$ cat src/sv/stepdet_pkg.sv
// ----------------------------------------------------------------------------
// Step detector package
// Shared constants, result type and the divide-by-ten helper.
// ----------------------------------------------------------------------------
package stepdet_pkg;

    localparam int unsigned SAMPLE_W   = 8;
    localparam int unsigned RUN_CNT_W  = 4;
    localparam int unsigned SUM_W      = 12;
    localparam int unsigned THRESH_W   = 9;
    localparam int unsigned TOTAL_W    = 32;

    // Number of rising runs used for calibration.
    localparam logic [RUN_CNT_W-1:0] CAL_RUNS = 4'd11;

    // Division by ten as multiplication by ceil(2^15 / 10), exact for 12-bit values.
    localparam int unsigned              RECIP_SHIFT = 15;
    localparam logic [SUM_W-1:0]         RECIP_TEN   = 12'd3277;

    typedef struct packed {
        logic [TOTAL_W-1:0]  steps_so_far;
        logic                step_now;
        logic                in_calibration;
        logic [THRESH_W-1:0] threshold_now;
    } stepdet_result_t;

    function automatic logic [THRESH_W-1:0] div_by_ten(input logic [SUM_W-1:0] x);
        logic [2*SUM_W-1:0] prod;
        prod = x * RECIP_TEN;
        return prod[RECIP_SHIFT +: THRESH_W];
    endfunction

endpackage

$ cat src/sv/stepdet_core.sv
// ----------------------------------------------------------------------------
// Step detector core
// Holds the sample history and calibration state and computes one result
// per processed transaction.
// ----------------------------------------------------------------------------
module stepdet_core
    import stepdet_pkg::*;
(
    input  logic                aclk,
    input  logic                aresetn,
    input  logic                fire,
    input  logic [SAMPLE_W-1:0] sample,
    input  logic                restart,
    output stepdet_result_t     result
);

    logic [SAMPLE_W-1:0]  hist0_reg, hist1_reg;
    logic [SAMPLE_W-1:0]  hist0_next, hist1_next;
    logic [RUN_CNT_W-1:0] run_count_reg, run_count_next;
    logic [SUM_W-1:0]     delta_sum_reg, delta_sum_next;
    logic [THRESH_W-1:0]  threshold_reg, threshold_next;
    logic [TOTAL_W-1:0]   total_reg, total_next;

    logic                 rising;
    logic [SAMPLE_W-1:0]  rise;
    logic                 stepped;
    logic [THRESH_W-1:0]  quot;

    always_comb begin
        // The oldest sample is hist1_reg, the middle one hist0_reg, newest is sample.
        rising  = (hist1_reg < hist0_reg) && (hist0_reg < sample);
        rise    = sample - hist1_reg;
        quot    = div_by_ten(delta_sum_reg);
        stepped = 1'b0;

        hist0_next     = sample;
        hist1_next     = hist0_reg;
        run_count_next = run_count_reg;
        delta_sum_next = delta_sum_reg;
        threshold_next = threshold_reg;
        total_next     = total_reg;

        if (restart) begin
            hist0_next     = '0;
            hist1_next     = '0;
            run_count_next = '0;
            delta_sum_next = '0;
            threshold_next = '0;
            total_next     = '0;
        end else if (rising && (run_count_reg < CAL_RUNS)) begin
            run_count_next = run_count_reg + 1'b1;
            delta_sum_next = delta_sum_reg + {{(SUM_W-SAMPLE_W){1'b0}}, rise};
        end else begin
            threshold_next = quot;
            if (rising && ({1'b0, rise} >= quot)) begin
                total_next = total_reg + 1'b1;
                stepped    = 1'b1;
            end
        end

        result.steps_so_far   = total_next;
        result.step_now       = stepped;
        result.in_calibration = (run_count_next < CAL_RUNS);
        result.threshold_now  = threshold_next;
    end

    always_ff @(posedge aclk) begin
        if (!aresetn) begin
            hist0_reg     <= '0;
            hist1_reg     <= '0;
            run_count_reg <= '0;
            delta_sum_reg <= '0;
            threshold_reg <= '0;
            total_reg     <= '0;
        end else if (fire) begin
            hist0_reg     <= hist0_next;
            hist1_reg     <= hist1_next;
            run_count_reg <= run_count_next;
            delta_sum_reg <= delta_sum_next;
            threshold_reg <= threshold_next;
            total_reg     <= total_next;
        end
    end

endmodule

$ cat src/sv/step_detector_self_calibrating.sv
// ----------------------------------------------------------------------------
// Self-calibrating step detector
// Counts steps from a stream of accelerometer samples after learning a rise
// threshold from the first eleven rising runs.
// ----------------------------------------------------------------------------
// The input register takes a transaction when it is accepted; the result
// register takes its result when the core processes it, which raises m_valid.
// The result handshake is held back while the result side stalls.
// Throughput: one transaction per cycle while the result side does not stall,
// set by the single compute step between the input and result registers.
// Reset: aresetn, synchronous and active low, clears both pipeline stages and
// all detector state; the restart field clears the detector state in-band.
// ----------------------------------------------------------------------------
module step_detector_self_calibrating
    import stepdet_pkg::*;
(
    input  logic                aclk,
    input  logic                aresetn,

    input  logic                s_valid,
    output logic                s_ready,
    input  logic [SAMPLE_W-1:0] s_sample,
    input  logic                s_restart,

    output logic                m_valid,
    input  logic                m_ready,
    output logic [TOTAL_W-1:0]  m_steps_so_far,
    output logic                m_step_now,
    output logic                m_in_calibration,
    output logic [THRESH_W-1:0] m_threshold_now
);

    // Input register: holds one accepted transaction until the core processes it.
    logic                in_valid_reg;
    logic [SAMPLE_W-1:0] in_sample_reg;
    logic                in_restart_reg;

    // Result register: holds one finished result until the consumer takes it.
    logic                out_valid_reg;
    stepdet_result_t     out_result_reg;

    stepdet_result_t     core_result;
    logic                fire;

    // The core processes the buffered transaction whenever the result register
    // is free or is being emptied in this same cycle. The detector state is
    // updated at that moment, so each sample sees the history of the previous
    // one without any bubble.
    assign fire    = in_valid_reg && (!out_valid_reg || m_ready);

    // A new sample may enter whenever the input register is empty or is
    // handing its transaction to the core in this cycle.
    assign s_ready = !in_valid_reg || fire;

    always_ff @(posedge aclk) begin
        if (!aresetn) begin
            in_valid_reg <= 1'b0;
        end else if (s_ready) begin
            in_valid_reg <= s_valid;
        end
    end

    // Payload needs no reset; it is qualified by the valid bit.
    always_ff @(posedge aclk) begin
        if (s_valid && s_ready) begin
            in_sample_reg  <= s_sample;
            in_restart_reg <= s_restart;
        end
    end

    stepdet_core u_core (
        .aclk    (aclk),
        .aresetn (aresetn),
        .fire    (fire),
        .sample  (in_sample_reg),
        .restart (in_restart_reg),
        .result  (core_result)
    );

    always_ff @(posedge aclk) begin
        if (!aresetn) begin
            out_valid_reg <= 1'b0;
        end else if (fire) begin
            out_valid_reg <= 1'b1;
        end else if (m_ready) begin
            out_valid_reg <= 1'b0;
        end
    end

    always_ff @(posedge aclk) begin
        if (fire) begin
            out_result_reg <= core_result;
        end
    end

    assign m_valid          = out_valid_reg;
    assign m_steps_so_far   = out_result_reg.steps_so_far;
    assign m_step_now       = out_result_reg.step_now;
    assign m_in_calibration = out_result_reg.in_calibration;
    assign m_threshold_now  = out_result_reg.threshold_now;

endmodule

$ cat config.mk
export PLATFORM = sky130hd
export DESIGN_NAME = step_detector_self_calibrating
export DESIGN_NICKNAME = d
export VERILOG_FILES = /design/src/sv/stepdet_pkg.sv /design/src/sv/stepdet_core.sv /design/src/sv/step_detector_self_calibrating.sv
export SDC_FILE = /design/constraint.sdc
export NUM_CORES = 1
export LEC_CHECK = 0
export BUFFER_PORTS_ARGS = -buffer_cell sky130_fd_sc_hd__buf_2
export CORE_ASPECT_RATIO = 0.7
export CORE_MARGIN = 1
export CORE_UTILIZATION = 45
export DETAILED_ROUTE_END_ITERATION = 12
export GPL_TIMING_DRIVEN = 0
export PLACE_DENSITY_LB_ADDON = 0.25
export SYNTH_ARGS = -nofsm -noshare
export SYNTH_HDL_FRONTEND = slang
export SYNTH_SLANG_ARGS = --single-unit
$ cat constraint.sdc
create_clock -name aclk -period 15.1 [get_ports aclk]
set_input_delay 1.51 -clock aclk [delete_from_list [all_inputs] [get_ports aclk]]
set_output_delay 1.51 -clock aclk [all_outputs]
set_load 0.02 [all_outputs]
==> results summary <==
At the pin with the least slew margin, the transition time is 0.986 ns. The floorplan step defined a die boundary enclosing 21800 sq um. Sorting the synthesized cells by area gives the leading types as ha_1, edfxtp_1, dfxtp_1. The clock skew is 0.00836 ns. The largest net degree at the start of global routing came out at 28. The H-tree depth reported by CTS came out at 4. The path depth of the worst reg2reg path came out at 25. The worst-case setup margin in the final layout is 7.34 ns.

The hold buffer count at cts came out at 0. The post-route clock period utilization is 0.514. The buffer levels on the longest clock path came out at 2. The critical hold path startpoint is u_core.hist1_reg[0]. During synthesis, Yosys emitted a total of 0 warnings. The peak per-stage delay on the critical path came out at 0.75 ns. Of the cells placed in the final design, the portion with a size suffix greater than 1 is 0.108. Setup repair after global routing left no endpoint under its margin. In this design, the critical path's most frequently occurring cell is ha_1. The worst hold path terminates at u_core.hist1_reg[0]. The cell count after synthesis is 1047. The total congestion overflow after global routing is 0. The starting density of the core is 0.460. The endpoint identified for the worst register-to-register timing path is m_steps_so_far[10]. The overall routing resource usage is 0.230. Leaving out fill and tap cells, the most frequent cell in the layout is nand2_1. The final-report hold violation count is 0.

The source-to-sink clock delay at the later pin of the worst-skew pair came out at 0.42 ns. The worst register-to-register path begins at u_core.delta_sum_reg[2]. The number of optimization iterations in the first detailed-route pass came out at 6.

In this run the core area contains 44 standard-cell rows. The detail route stage leaves a number of antenna-violating nets equal to 0. On the critical path, the stage with the largest delay is an instance of a2111oi_0. The number of max-cap violations came out at 0. The number of synthesized flops with an enable pin came out at 52. The total number of nets in the final design came out at 1300. The capturing element type of the critical path is a flop. The leakage dissipation came out at 4.74 nW. The clock transition at the register clock pins on the worst setup and hold paths after CTS came out at 0.06 ns. The detail-routed net length per standard cell is 17.0 um.

The post-synthesis sequential area ratio is 0.321. The time the final worst path needs with I/O delays and setup is 7.76 ns. After routing the design area is 10800 sq um.

The half-perimeter wire length after placement is 18200 um. The post-place setup slack is 7.54 ns. The total clock buffers created by CTS came out at 17. The net count after synthesis is 1224. The tree is rooted in a clkbuf_16. The power per cell area is 88.0 nW/um^2. The critical path is of the reg -> reg type.

The layout-stage area growth over the synthesis result is 13.3%. The clock sink count came out at 127. The via count of the first global-routing pass came out at 7241. The vertical extent of the die came out at 124 um.

The async set-or-reset flop fraction in the synthesized netlist came out at 0. The aggregate routed wire length came out at 24000 um. The critical path depth came out at 25.

Dividing the detail-routed via count by the number of cells gives 5.61. The maximum frequency from static timing analysis came out at 0.129 GHz. The worst setup path is launched from a flop. In this run the mean area of a mapped cell was 9.13 sq um. The worst slew slack as a fraction of its limit came out at 0.341. The maximum net fanout on the critical path is 10. The kind of cell with the highest combined delay along the critical path is adder cells. The run finished with clean final reports. The count of cells along the worst hold path came out at 2. The worst path buffer plus inverter count is 3. STA puts the critical path data required time at 15.27 ns. The worst register-to-register path has a setup slack of 7.34 ns. The worst hold margin is 0.473 ns. The classification of the worst-slack hold path is reg -> reg. The DRC violation total after the first TritonRoute iteration is 803. The netlist area before placement came out at 9560 sq um. TritonCTS built the clock tree. The utilization after layout is 0.522. The biggest area contributor in the post-synthesis netlist is ha_1. The total setup buffers inserted after CTS is 0. The placeable core region came out at 20800 sq um. The number of I/O pins is 58. Setup violations remaining at the end of the flow were counted as 0. The count of pins over their slew limit came out at 0. The detailed-route DRC error count came out at 0.

The die is 176 um wide. Routability-driven placement finished with a final weighted congestion of 0.892. The post-cts resize count came out at 0. The first global-routing pass estimated 38500 um of wire.

The number of antenna violations at the first check in global routing is 1. STA puts the critical path data arrival time at 7.93 ns. The share of the synthesized area in the top cell type is 0.164. The number of buffer cells added on primary ports is 56. The number of vias after detailed routing came out at 7912.

The number of flip-flops and latches in the synthesized netlist came out at 127. The setup total negative slack is 0 ns. The repair_antennas step left the layout with diodes totalling 0. In the synthesized netlist the dominant register cell turns out to be dfxtp_1. After detailed placement, the total cell area comes to 10200 sq um. In the layout the commonest cells are nand2_1, ha_1, inv_1. The worst supply voltage drop on vdd came out at 0.0000735 V. The number of distinct library cells after synthesis is 69.
## report_power, final
| group | total [mW] | switching [mW] | internal, mW |
|---|---|---|---|
| logic | 0.136 | 0.0931 | 0.0432 |
| registers | 0.372 | 0.00687 | 0.365 |
| clock network | 0.444 | 0.164 | 0.280 |
## cell families (layout without fill, tap and decap cells)
family | Yosys count | count (layout) | synth area share
adders and majority gates | 164 | 164 | 0.245
AOI/OAI and AO/OA | 221 | 221 | 0.152
xor gates and xnor gates | 30 | 30 | 0.0302
buffers and inverters | 168 | 256 | 0.0686
muxes | 1 | 1 | 0.00105
DFF | 127 | 127 | 0.321
and+or+nand+nor | 336 | 336 | 0.182
## cells in the mapped netlist (all sizes together), types with 5 or more instances
master  number
a211oi       8
nand2b       7
nor3         9
or4         28
nand3       32
a31o         5
fa          39
a21oi       67
dfxtp       75
a22oi        7
nor2        48
nand2      128
a31oi       28
o211ai      20
nor2b        5
and3        12
ha         125
a21o        14
xor2        13
inv        124
or3         16
and2        13
nor4         5
and4         6
clkbuf      33
buf         11
a211o        5
nand4       21
xnor2       17
edfxtp      52
o21ai       35
## metrics by stage
stage / std cells / power [mW]
2_1_floorplan: 1047 / 0.471
3_3_place_gp: 1379 / 0.510
3_5_place_dp: 1380 / 0.513
4_1_cts: 1411 / 0.956
5_1_grt: 1411 / 0.991
6_report: 1411 / 0.953
## routing by layer
| metal | vias up | track usage | share of wire | routed length [um] |
|---|---|---|---|---|
| met5 | - | 0 | 0.00054 | 13 |
| met4 | 2 | 0.0560 | 0.010 | 240 |
| met3 | 26 | 0.0513 | 0.084 | 2020 |
| met2 | 284 | 0.321 | 0.39 | 9470 |
| met1 | 3710 | 0.352 | 0.51 | 12200 |
| li1 | 3890 | - | - | - |
## how the worst max path moves through the flow
stage                                  from                    to  slack (ns)
floorplan           u_core.delta_sum_reg[1]  u_core.total_reg[22]        8.55
CTS                 u_core.delta_sum_reg[2]    m_steps_so_far[14]        7.48
global placement    u_core.delta_sum_reg[2]    m_steps_so_far[14]        7.50
global route        u_core.delta_sum_reg[2]    m_steps_so_far[10]        6.86
detailed placement  u_core.delta_sum_reg[2]    m_steps_so_far[14]        7.54
finish              u_core.delta_sum_reg[2]    m_steps_so_far[10]        7.34
## worst min-delay path, delay by kind of cell, from the launching register on
| kind | cells | cell delay [ns] |
|---|---|---|
| AOI/OAI and AO/OA | 1 | 0.05 |
| DFF | 1 | 0.32 |
| and+or+nand+nor | 1 | 0.05 |
## area by class of cell
| type | count | area [sq um] |
|---|---|---|
| fillers | 1914 | 9920 |
| well taps | 276 | 345 |
| clock inverters | 13 | 189 |
| repair buffers | 57 | 300 |
| inverters | 124 | 465 |
| flip-flops and latches | 127 | 3060 |
| clock buffers | 18 | 439 |
| plain buffers | 44 | 191 |
| multi-input cells | 752 | 5840 |
(Power assumes the default switching activity.)
